--- src/rtl/core/fts_pkg.sv ---
package fts_pkg;

  localparam int unsigned CACHE_W  = 31;
  localparam int unsigned WORK_W   = 16;
  localparam int unsigned LIMIT_W  = 31;
  localparam int unsigned TILE_W   = 18;
  localparam int unsigned DIV_W    = 31;
  localparam int unsigned DSR_W    = 16;
  localparam int unsigned CNT_W    = 5;
  localparam int unsigned CFG_IDX_W = 2;
  localparam int unsigned BUDGET_W = 24;
  localparam int unsigned MUL_W    = 25;
  localparam int unsigned RECIP_SHIFT = 31;

  localparam int unsigned MAX_TILE = 131072;
  localparam int unsigned MIN_TILE = 8192;

  localparam logic [CACHE_W-1:0] L2_RESET = CACHE_W'(262144);
  localparam logic [CACHE_W-1:0] L3_RESET = CACHE_W'(8388608);

  // Keeping four fifths and then dividing by 68 bytes per sample equals one
  // floor division by 85. Budgets that would exceed the upper clamp are
  // saturated first, which keeps a multiply by the rounded-up reciprocal of 85
  // followed by a 31-bit shift exact.
  localparam int unsigned BUDGET_DIVISOR = 85;
  localparam logic [BUDGET_W-1:0] BUDGET_SAT = BUDGET_W'(BUDGET_DIVISOR * MAX_TILE);
  localparam logic [MUL_W-1:0] BUDGET_RECIP = MUL_W'(25264514);

  // An odd divisor divides a value exactly when the product with its inverse
  // modulo 2^18 stays within the bound, and that product is then the quotient.
  localparam logic [TILE_W-1:0] INV3  = TILE_W'(174763);
  localparam logic [TILE_W-1:0] INV5  = TILE_W'(52429);
  localparam logic [TILE_W-1:0] INV7  = TILE_W'(224695);
  localparam logic [TILE_W-1:0] QMAX3 = TILE_W'(((1 << TILE_W) - 1) / 3);
  localparam logic [TILE_W-1:0] QMAX5 = TILE_W'(((1 << TILE_W) - 1) / 5);
  localparam logic [TILE_W-1:0] QMAX7 = TILE_W'(((1 << TILE_W) - 1) / 7);

  localparam logic [CFG_IDX_W-1:0] REG_L2 = CFG_IDX_W'(0);
  localparam logic [CFG_IDX_W-1:0] REG_L3 = CFG_IDX_W'(1);

  typedef struct packed {
    logic start;
  } div_req_t;

  typedef struct packed {
    logic busy;
    logic done;
  } div_sts_t;

endpackage

--- src/rtl/core/fts_div.sv ---
module fts_div
  import fts_pkg::*;
(
  input  logic             clk,
  input  logic             rst_n,
  input  div_req_t         req,
  input  logic [DIV_W-1:0] dividend,
  input  logic [DSR_W-1:0] divisor,
  output div_sts_t         sts,
  output logic [DIV_W-1:0] quotient
);

  logic             busy_r;
  logic             done_r;
  logic [CNT_W-1:0] cnt_r;
  logic [DIV_W-1:0] quo_r;
  logic [DSR_W-1:0] rem_r;
  logic [DSR_W-1:0] dsr_r;
  logic [DSR_W:0]   trial;
  logic             ge;

  assign trial = {rem_r, quo_r[DIV_W-1]};
  assign ge    = trial >= {1'b0, dsr_r};

  always_ff @(posedge clk) begin
    if (!rst_n) begin
      busy_r <= 1'b0;
      done_r <= 1'b0;
      cnt_r  <= '0;
    end else begin
      done_r <= 1'b0;
      if (req.start) begin
        busy_r <= 1'b1;
        cnt_r  <= CNT_W'(DIV_W - 1);
      end else if (busy_r) begin
        if (cnt_r == '0) begin
          busy_r <= 1'b0;
          done_r <= 1'b1;
        end else begin
          cnt_r <= cnt_r - CNT_W'(1);
        end
      end
    end
  end

  always_ff @(posedge clk) begin
    if (req.start) begin
      quo_r <= dividend;
      rem_r <= '0;
      dsr_r <= divisor;
    end else if (busy_r) begin
      quo_r <= {quo_r[DIV_W-2:0], ge};
      rem_r <= ge ? DSR_W'(trial - {1'b0, dsr_r}) : trial[DSR_W-1:0];
    end
  end

  assign sts.busy = busy_r;
  assign sts.done = done_r;
  assign quotient = quo_r;

endmodule

--- src/rtl/core/fft_tile_size_from_cache.sv ---
// Each accepted transaction runs the 31-step division of the level three size by
// the worker count, scales and clamps the budget, loads the candidate, searches
// it down to a 7-smooth value and emits that. The search removes factors of two
// and tests divisibility by three, five and seven, and steps the candidate down
// by one after each rejected candidate.
// Throughput: one transaction at a time. Reset (synchronous, rst_n low): idle, no result, caches 262144 and 8388608 bytes.
module fft_tile_size_from_cache
  import fts_pkg::*;
(
  input  logic                 clk,
  input  logic                 rst_n,
  input  logic                 in_valid,
  output logic                 in_stall,
  input  logic [WORK_W-1:0]    in_worker_count,
  input  logic [LIMIT_W-1:0]   in_sample_limit,
  output logic                 out_valid,
  input  logic                 out_stall,
  output logic [TILE_W-1:0]    out_tile_samples,
  input  logic                 cfg_valid,
  output logic                 cfg_ready,
  input  logic [CFG_IDX_W-1:0] cfg_index,
  input  logic [CACHE_W-1:0]   cfg_data
);

  localparam logic [2:0] S_IDLE  = 3'd0;
  localparam logic [2:0] S_DIV   = 3'd1;
  localparam logic [2:0] S_SCALE = 3'd2;
  localparam logic [2:0] S_CLAMP = 3'd3;
  localparam logic [2:0] S_CAND  = 3'd4;
  localparam logic [2:0] S_TWO   = 3'd5;
  localparam logic [2:0] S_ODD   = 3'd6;
  localparam logic [2:0] S_EMIT  = 3'd7;

  localparam logic [1:0] P_LAST = 2'd2;

  logic [2:0]          state_r, state_nxt;
  logic [CACHE_W-1:0]  l2_r, l3_r;
  logic [LIMIT_W-1:0]  limit_r, limit_nxt;
  logic [BUDGET_W-1:0] bud_r, bud_nxt;
  logic [TILE_W-1:0]   cand_r, cand_nxt;
  logic [TILE_W-1:0]   m_r, m_nxt;
  logic [1:0]          p_r, p_nxt;
  logic                out_valid_r, out_valid_nxt;
  logic [TILE_W-1:0]   out_tile_r, out_tile_nxt;

  div_req_t            div_req;
  div_sts_t            div_sts;
  logic [DIV_W-1:0]    div_dvd;
  logic [DSR_W-1:0]    div_dsr;
  logic [DIV_W-1:0]    div_quo;
  logic [DIV_W-1:0]    budget;
  logic [BUDGET_W-1:0] bud_sat;
  logic [DIV_W-1:0]    tile_c;
  logic [MUL_W-1:0]    mul_a;
  logic [MUL_W-1:0]    mul_b;
  logic [2*MUL_W-1:0]  mul_p;
  logic [TILE_W-1:0]   mul_lo;
  logic                mul_hit;

  function automatic logic [TILE_W-1:0] inv_of(input logic [1:0] p);
    case (p)
      2'd0:    inv_of = INV3;
      2'd1:    inv_of = INV5;
      default: inv_of = INV7;
    endcase
  endfunction

  function automatic logic [TILE_W-1:0] qmax_of(input logic [1:0] p);
    case (p)
      2'd0:    qmax_of = QMAX3;
      2'd1:    qmax_of = QMAX5;
      default: qmax_of = QMAX7;
    endcase
  endfunction

  fts_div u_div (
    .clk      (clk),
    .rst_n    (rst_n),
    .req      (div_req),
    .dividend (div_dvd),
    .divisor  (div_dsr),
    .sts      (div_sts),
    .quotient (div_quo)
  );

  assign budget  = (l2_r < div_quo) ? l2_r : div_quo;
  assign bud_sat = (budget > DIV_W'(BUDGET_SAT)) ? BUDGET_SAT : budget[BUDGET_W-1:0];

  always_comb begin
    mul_a = MUL_W'(m_r);
    mul_b = MUL_W'(inv_of(p_r));
    if (state_r == S_SCALE) begin
      mul_a = MUL_W'(bud_r);
      mul_b = BUDGET_RECIP;
    end
  end

  assign mul_p   = mul_a * mul_b;
  assign mul_lo  = mul_p[TILE_W-1:0];
  assign mul_hit = mul_lo <= qmax_of(p_r);

  always_comb begin
    tile_c = DIV_W'(cand_r);
    if (tile_c < DIV_W'(MIN_TILE)) begin
      tile_c = DIV_W'(MIN_TILE);
    end
    if (tile_c > DIV_W'(MAX_TILE)) begin
      tile_c = DIV_W'(MAX_TILE);
    end
    if (limit_r != '0 && limit_r < tile_c) begin
      tile_c = limit_r;
    end
  end

  always_comb begin
    state_nxt     = state_r;
    limit_nxt     = limit_r;
    bud_nxt       = bud_r;
    cand_nxt      = cand_r;
    m_nxt         = m_r;
    p_nxt         = p_r;
    out_valid_nxt = out_valid_r;
    out_tile_nxt  = out_tile_r;
    div_req.start = 1'b0;
    div_dvd       = l3_r;
    div_dsr       = (in_worker_count == '0) ? DSR_W'(1) : in_worker_count;

    if (out_valid_r && !out_stall) begin
      out_valid_nxt = 1'b0;
    end

    case (state_r)
      S_IDLE: begin
        if (in_valid) begin
          limit_nxt     = in_sample_limit;
          div_req.start = 1'b1;
          state_nxt     = S_DIV;
        end
      end
      S_DIV: begin
        if (div_sts.done) begin
          bud_nxt   = bud_sat;
          state_nxt = S_SCALE;
        end
      end
      S_SCALE: begin
        cand_nxt  = mul_p[RECIP_SHIFT +: TILE_W];
        state_nxt = S_CLAMP;
      end
      S_CLAMP: begin
        cand_nxt  = tile_c[TILE_W-1:0];
        state_nxt = S_CAND;
      end
      S_CAND: begin
        if (cand_r <= TILE_W'(1)) begin
          state_nxt = S_EMIT;
        end else begin
          m_nxt     = cand_r;
          state_nxt = S_TWO;
        end
      end
      S_TWO: begin
        if (m_r == TILE_W'(1)) begin
          state_nxt = S_EMIT;
        end else if (!m_r[0]) begin
          m_nxt = m_r >> 1;
        end else begin
          p_nxt     = 2'd0;
          state_nxt = S_ODD;
        end
      end
      S_ODD: begin
        if (mul_hit) begin
          m_nxt     = mul_lo;
          state_nxt = (mul_lo == TILE_W'(1)) ? S_EMIT : S_ODD;
        end else if (p_r == P_LAST) begin
          cand_nxt  = cand_r - TILE_W'(1);
          state_nxt = S_CAND;
        end else begin
          p_nxt = p_r + 2'd1;
        end
      end
      S_EMIT: begin
        if (!out_valid_r || !out_stall) begin
          out_valid_nxt = 1'b1;
          out_tile_nxt  = cand_r;
          state_nxt     = S_IDLE;
        end
      end
      default: begin
        state_nxt = S_IDLE;
      end
    endcase
  end

  always_ff @(posedge clk) begin
    if (!rst_n) begin
      state_r     <= S_IDLE;
      out_valid_r <= 1'b0;
      l2_r        <= L2_RESET;
      l3_r        <= L3_RESET;
    end else begin
      state_r     <= state_nxt;
      out_valid_r <= out_valid_nxt;
      if (cfg_valid && cfg_ready) begin
        case (cfg_index)
          REG_L2:  l2_r <= cfg_data;
          REG_L3:  l3_r <= cfg_data;
          default: ;
        endcase
      end
    end
  end

  always_ff @(posedge clk) begin
    limit_r    <= limit_nxt;
    bud_r      <= bud_nxt;
    cand_r     <= cand_nxt;
    m_r        <= m_nxt;
    p_r        <= p_nxt;
    out_tile_r <= out_tile_nxt;
  end

  assign in_stall         = state_r != S_IDLE;
  assign cfg_ready        = 1'b1;
  assign out_valid        = out_valid_r;
  assign out_tile_samples = out_tile_r;

  // A finished division is only expected while the sequencer waits for one.
  a_done_expected: assert property (@(posedge clk) disable iff (!rst_n)
    div_sts.done |-> state_r == S_DIV)
    else $error("divider finished outside a waiting state");

  // The divider is never restarted while a division is running.
  a_no_restart: assert property (@(posedge clk) disable iff (!rst_n)
    div_req.start |-> !div_sts.busy)
    else $error("divider started while busy");

  // The scaled budget never exceeds the upper clamp.
  a_scale_range: assert property (@(posedge clk) disable iff (!rst_n)
    (state_r == S_CLAMP) |-> cand_r <= TILE_W'(MAX_TILE))
    else $error("scaled budget above upper clamp");

  // Every emitted tile lies in one through the upper clamp.
  a_out_range: assert property (@(posedge clk) disable iff (!rst_n)
    out_valid_r |-> (out_tile_r != '0 && out_tile_r <= TILE_W'(MAX_TILE)))
    else $error("tile size out of range");

  // The reduced value never exceeds the candidate being tested.
  a_reduce: assert property (@(posedge clk) disable iff (!rst_n)
    (state_r == S_TWO || state_r == S_ODD) |-> m_r <= cand_r)
    else $error("reduced value above candidate");

endmodule

--- config.mk ---
export PLATFORM = sky130hd
export DESIGN_NAME = fft_tile_size_from_cache
export DESIGN_NICKNAME = d
export VERILOG_FILES = /design/src/rtl/core/fts_pkg.sv /design/src/rtl/core/fts_div.sv /design/src/rtl/core/fft_tile_size_from_cache.sv
export SDC_FILE = /design/constraint.sdc
export NUM_CORES = 1
export LEC_CHECK = 0
export BUFFER_PORTS_ARGS = -buffer_cell sky130_fd_sc_hd__buf_2
export CORE_MARGIN = 1
export CORE_UTILIZATION = 50
export DETAILED_ROUTE_END_ITERATION = 8
export PLACE_DENSITY = 0.79
export SYNTH_ARGS = -nofsm -noshare
export SYNTH_HDL_FRONTEND = slang
export SYNTH_SLANG_ARGS = --single-unit
--- constraint.sdc ---
create_clock -name clk -period 25.5 [get_ports clk]
set_input_delay 2.55 -clock clk [delete_from_list [all_inputs] [get_ports clk]]
set_output_delay 2.55 -clock clk [all_outputs]
set_load 0.02 [all_outputs]
==> results_dict.tcl, run 1 <==
set metrics [dict create \
    diodes 0 \
    drive_above_1_share_pct 6.91 \
    grtUsageTotal_pct 27.1 \
    crit_required_ns 25.68 \
    r2r_start "p_r[0]$_SDFFCE_PN0P_" \
    finalNetCount 3818 \
    cts_sinks 247 \
    wirelength_mm 75.4 \
    worst-r2r-cell-count 31 \
    critical_path.max_stage_delay_ns 0.81 \
    drc 0 \
    io-pin-count 106 \
    antenna_found_initial 1 \
    cts_setup_buffers 0 \
    nFillCells 4901 \
    cts_buffers 27 \
    hold_path.class "flop to flop" \
    first_pass_iters 8 \
    port_buffers 104 \
    std_cell_rows 86 \
    fin_hold_ws_ns 0.431 \
    critPathKind "flop to flop" \
    grt_pass1_wl_mm 119 \
    cts.hold.buffers_added 0 \
    cp-start-kind "flop" \
    gp_congestion 1.03 \
    ys_top_cells_by_area "fa_1 26%, edfxtp_1 17%, ha_1 14%" \
    worstSetupStartpoint "p_r[0]$_SDFFCE_PN0P_" \
    grt_max_degree 79 \
    end_kind "flop" \
    clk_pin_slew_ns 0.07 \
    setup_viol 0 \
    status "completed" \
    synth_top_area_share_pct 26.2 \
    syn_inst 2932 \
    die_area_um2 56600 \
    synth_area_leader_cell "fa_1" \
    wl_per_cell_um 19.8 \
    tightest_slew_ns 1.10 \
    ant_nets 0 \
    avgViaCountPerCell 5.57 \
    ys_seq_elements 247 \
    clk_latency_ns 0.56 \
    finalClockSkew_ns 0.0340 \
    synthToLayoutAreaGrowth_pct 8.07 \
    fin_crit_ns 10.86 \
    r2r-end "cand_r[16]$_DFFE_PP_" \
    ctsResizeCount 0 \
    r2r_setup_slack_ns 14.64 \
    ys.flop_type "edfxtp_1" \
    clockBufferDepth 3 \
    core_area_um2 55000 \
    arrival_ns 11.04 \
    fin_util_pct 54.7 \
    drtIter0Drc 1844 \
    gr-total-overflow 0 \
    tns_ns 0 \
    maxCapViolCount 0 \
    final_cells 3815 \
    cpMostUsedCell "fa_1" \
    synth_cell_type_count 100 \
    cp_slowest_cell "nor2_1" \
    yosysWarnings 0 \
    critPathMaxFanout 26 \
    grt_pass1_vias 21800 \
    relSlewSlack_pct 26.9 \
    vias 21300 \
    slew_violations 0 \
    final_hold_viol_count 0 \
    synth.avg_cell_area_um2 9.49 \
    numPlacedInstances 3766 \
    die_w_um 238 \
    rsz0062_at_grt "no" \
    die_height_um 238 \
    synth_seq_area_share_pct 23.5 \
    synth_area_um2 27800 \
    cts.htree.levels 1 \
    fin_crit_sh_pct 42.6 \
    cts-root-buf "clkbuf_16" \
    start_util_pct 50.6 \
    clock.fmax_mhz 92.1 \
    dp_hpwl_mm 61.9 \
    cts_tree "built" \
    synth-async-reset-ratio_pct 0 \
    synth-edff-count 158 \
    cp-endpoint "cand_r[16]$_DFFE_PP_" \
]
## critical path: cells and delay by family (launching register included)
family	cells	cell delay [ns]
xor gates and xnor gates	1	0.19
buffers and inverters	5	1.10
AOI/OAI and AO/OA	7	1.27
adders and majority gates	10	4.37
and+or+nand+nor	8	3.08
DFF	1	0.44
## per-stage QoR
| step | setup WS [ns] | cell area, µm² |
|---|---|---|
| 2_1_floorplan | 16.10 | 28100 |
| 3_3_place_gp | 15.23 | 29200 |
| 3_5_place_dp | 14.85 | 29200 |
| 4_1_cts | 14.82 | 30100 |
| 5_1_grt | 14.16 | 30100 |
| 6_report | 14.64 | 30100 |
## cell usage in the layout, fill, tap and decap left out, types with 18 or more instances in the layout
master | netlist | routed
xnor2_1 | 37 | 37
mux2i_1 | 39 | 39
buf_2 | 3 | 104
a21oi_1 | 158 | 157
and2_1 | 22 | 22
clkbuf_16 | 0 | 27
nor3_1 | 27 | 27
conb_1 | 2 | 73
nor4_1 | 30 | 30
nand4_1 | 24 | 24
dfxtp_1 | 89 | 89
nor2_1 | 138 | 137
a21o_1 | 20 | 20
o21ai_0 | 92 | 92
nand3_1 | 35 | 35
ha_1 | 322 | 322
edfxtp_1 | 158 | 158
nand2_1 | 369 | 369
xor2_1 | 18 | 18
inv_1 | 579 | 578
fa_1 | 364 | 364
and3_1 | 41 | 41
## registers in the layout, indices dropped and copies added, names as in the netlist, 16 cells and up
| register | cells |
|---|---|
| div_dvd | 31 |
| l2_r | 31 |
| limit_r | 31 |
| u_div.quotient | 31 |
| bud_r | 24 |
| cand_r | 18 |
| m_r | 18 |
| out_tile_samples | 18 |
| u_div.dsr_r | 16 |
| u_div.rem_r | 16 |
## cell usage after synthesis, drive strengths merged, types with 6 or more instances
| cell type | number |
|---|---|
| nand2 | 370 |
| mux2i | 39 |
| or3 | 7 |
| o41ai | 7 |
| a222oi | 12 |
| a22oi | 7 |
| buf | 13 |
| nor4 | 32 |
| inv | 581 |
| nand2b | 12 |
| nor2 | 139 |
| a211oi | 11 |
| o221ai | 10 |
| fa | 364 |
| dfxtp | 89 |
| edfxtp | 158 |
| clkbuf | 93 |
| nor2b | 18 |
| a31oi | 13 |
| xor2 | 18 |
| o2111ai | 6 |
| nor3 | 27 |
| nand3 | 35 |
| o31ai | 6 |
| ha | 322 |
| xnor2 | 37 |
| or4 | 9 |
| a21o | 21 |
| o211ai | 10 |
| and2 | 24 |
| a21oi | 159 |
| o21a | 12 |
| nand4 | 24 |
| or2 | 19 |
| o21bai | 9 |
| o22ai | 7 |
| and3 | 41 |
| o21ai | 100 |
## area by class of cell
class,count,area [µm²],share of cell area [%]
Multi-Input combinational cell,2068,18900,62.9
Sequential cell,247,6530,21.7
Inverter,582,2190,7.27
Tap cell,748,936,3.11
Clock buffer,37,743,2.47
Timing Repair Buffer,121,648,2.16
Clock inverter,12,126,0.420
## logic make-up (layout without fill, tap and decap cells)
family,Yosys count,count (layout),synth area share [%]
XOR/XNOR,55,55,1.73
buffers and inverters,688,752,9.63
multiplexers,40,40,1.44
flip-flops,247,247,23.5
adder cells (fa/ha/maj),686,686,40.7
AND/OR/NAND/NOR,786,786,13.3
AO/OA/AOI/OAI,428,428,9.78
other,2,73,0.0270
## per-layer routing
metal / global-route usage [%] / up-vias / routed length, µm
met2: 45.3 / 926 / 35600
met1: 35.2 / 10400 / 30300
met4: 10.6 / 2 / 3210
met5: 0 / - / 13
li1: - / 9772 / -
met3: 4.72 / 193 / 6290
## worst min-delay path by stage
stage,from,depth (start not counted),to,slack (ns)
floorplan,u_div.rem_r[15]$_SDFFE_PP0P_,2,u_div.rem_r[15]$_SDFFE_PP0P_,0.42
global placement,u_div.cnt_r[4]$_SDFFE_PN0P_,1,u_div.done_r$_SDFF_PP0_,0.43
detailed placement,u_div.cnt_r[4]$_SDFFE_PN0P_,1,u_div.done_r$_SDFF_PP0_,0.44
CTS,u_div.cnt_r[4]$_SDFFE_PN0P_,1,u_div.done_r$_SDFF_PP0_,0.43
global route,u_div.cnt_r[4]$_SDFFE_PN0P_,1,u_div.done_r$_SDFF_PP0_,0.47
finish,u_div.cnt_r[4]$_SDFFE_PN0P_,1,u_div.done_r$_SDFF_PP0_,0.43
Power of run 1 is left out: the tool's default activity adds up to more than one toggle a clock period on the data nets, which glitch-free logic cannot reach.
==> run 2: changes to the inputs <==
Settings changed: PLACE_DENSITY 0.79 to 0.81.
Clock period 25.5 ns to 9 ns, I/O delays scaled along.
==> run 2 against run 1 <==
Fmax increased by 26%. Sequential share of layout area decreased by 0.24 points. Wire length decreased by 0.35%. Count of clock-buffer cells in the layout decreased by 6. Hold slack improved by 0.026 ns. Critical path depth decreased by 2.
==> results_dict.tcl, run 2 (synthesis gave the netlist of run 1 again) <==
set metrics [dict create \
    status "completed" \
    clk_pin_slew_ns 0.07 \
    grtUsageTotal_pct 27.0 \
    relSlewSlack_pct 13.3 \
    drtIter0Drc 1948 \
    slew_violations 0 \
    drive_above_1_share_pct 8.37 \
    clockBufferDepth 3 \
    synthToLayoutAreaGrowth_pct 9.26 \
    die_w_um 238 \
    core_area_um2 55000 \
    cts_buffers 25 \
    gr-total-overflow 0 \
    die_height_um 238 \
    fin_crit_ns 8.60 \
    rsz0062_at_grt "no" \
    clk_latency_ns 0.53 \
    finalNetCount 3859 \
    cts.htree.levels 1 \
    cts_sinks 247 \
    hold_path.class "flop to flop" \
    first_pass_iters 7 \
    layout_commonest_cell "inv_1" \
    die_area_um2 56600 \
    grt_max_degree 77 \
    avgViaCountPerCell 5.55 \
    critPathMaxFanout 22 \
    finalClockSkew_ns 0.0107 \
    wirelength_mm 75.1 \
    arrival_ns 8.87 \
    drc 0 \
    critical_path.max_stage_delay_ns 0.59 \
    cp_slowest_cell "fa_1" \
    maxCapViolCount 0 \
    fin_util_pct 55.3 \
    tns_ns 0 \
    final_hold_viol_count 0 \
    grt_pass1_vias 22300 \
    end_kind "flop" \
    std_cell_rows 86 \
    start_util_pct 50.6 \
    crit_required_ns 9.27 \
    dr_wl_met3_mm 6.16 \
    ant_nets 0 \
    routed-wl-met2_mm 35.8 \
    gp_congestion 1.08 \
    top_layer "met4" \
    critPathKind "flop to flop" \
    final_cell_mix "578 x inv_1, 369 x nand2_1, 364 x fa_1" \
    dp_hpwl_mm 62.4 \
    fin_crit_sh_pct 95.6 \
    cts-root-buf "clkbuf_16" \
    cts.hold.buffers_added 0 \
    antenna_found_initial 0 \
    cp-start-kind "flop" \
    port_buffers 104 \
    diodes 0 \
    vias 21400 \
    grt_pass1_wl_mm 119 \
    clock.fmax_mhz 116 \
    tightest_slew_ns 1.29 \
    met1_length_mm 30.0 \
    final_area_um2 30400 \
    wl_per_cell_um 19.5 \
    cts_tree "built" \
    io-pin-count 106 \
    placed_cell_area_um2 29500 \
    setup_viol 0 \
]
## run 2: cell type report
cell class / instances / area [µm²]
Fill cell: 4793 / 24600
Clock inverter: 14 / 138
Sequential cell: 247 / 6530
Inverter: 582 / 2190
Tap cell: 748 / 936
Multi-Input combinational cell: 2068 / 18900
Clock buffer: 31 / 689
Timing Repair Buffer: 164 / 982
## run 2: routing by layer
metal,track usage (%),vias to the layer above
met1,34.9,10400
met3,4.35,195
li1,-,9862
met2,45.5,967
met4,10.5,0
met5,0,-
## run 2: metrics by stage
step                worst slack, ns  cells  hold slack [ns]
floorplan                     0.184   3003            0.421
global placement              0.453   3807            0.434
detailed placement            0.251   3807            0.441
CTS                           0.233   3852            0.456
global route                 0.0259   3854            0.472
finish                        0.399   3854            0.457
## run 2: what timing repair did
action                                  CTS  global route
gates resized for setup                   0            15
endpoints found under the setup margin    0            47
setup buffers                             0             2
## run 2: path summary, 6_finish.rpt
path,from,to,slack (ns),cells past startpoint
hold / removal,div_dvd[1]$_SDFFE_PN0P_,div_dvd[1]$_SDFFE_PN0P_,0.46,2
setup reg to reg,state_r[1]$_SDFFE_PN0P_,cand_r[16]$_DFFE_PP_,0.40,29
setup / recovery,state_r[1]$_SDFFE_PN0P_,cand_r[16]$_DFFE_PP_,0.40,29
hold reg to reg,div_dvd[1]$_SDFFE_PN0P_,div_dvd[1]$_SDFFE_PN0P_,0.46,2
## run 2: worst max-delay path, delay by kind of cell (launching register included)
family / cells / cell delay [ns]
AOI/OAI and AO/OA: 7 / 2.07
adders and majority gates: 8 / 3.77
buffers and inverters: 8 / 1.09
DFF: 1 / 0.32
muxes: 1 / 0.23
and+or+nand+nor: 5 / 0.85
Power of run 2 is left out for the same reason.
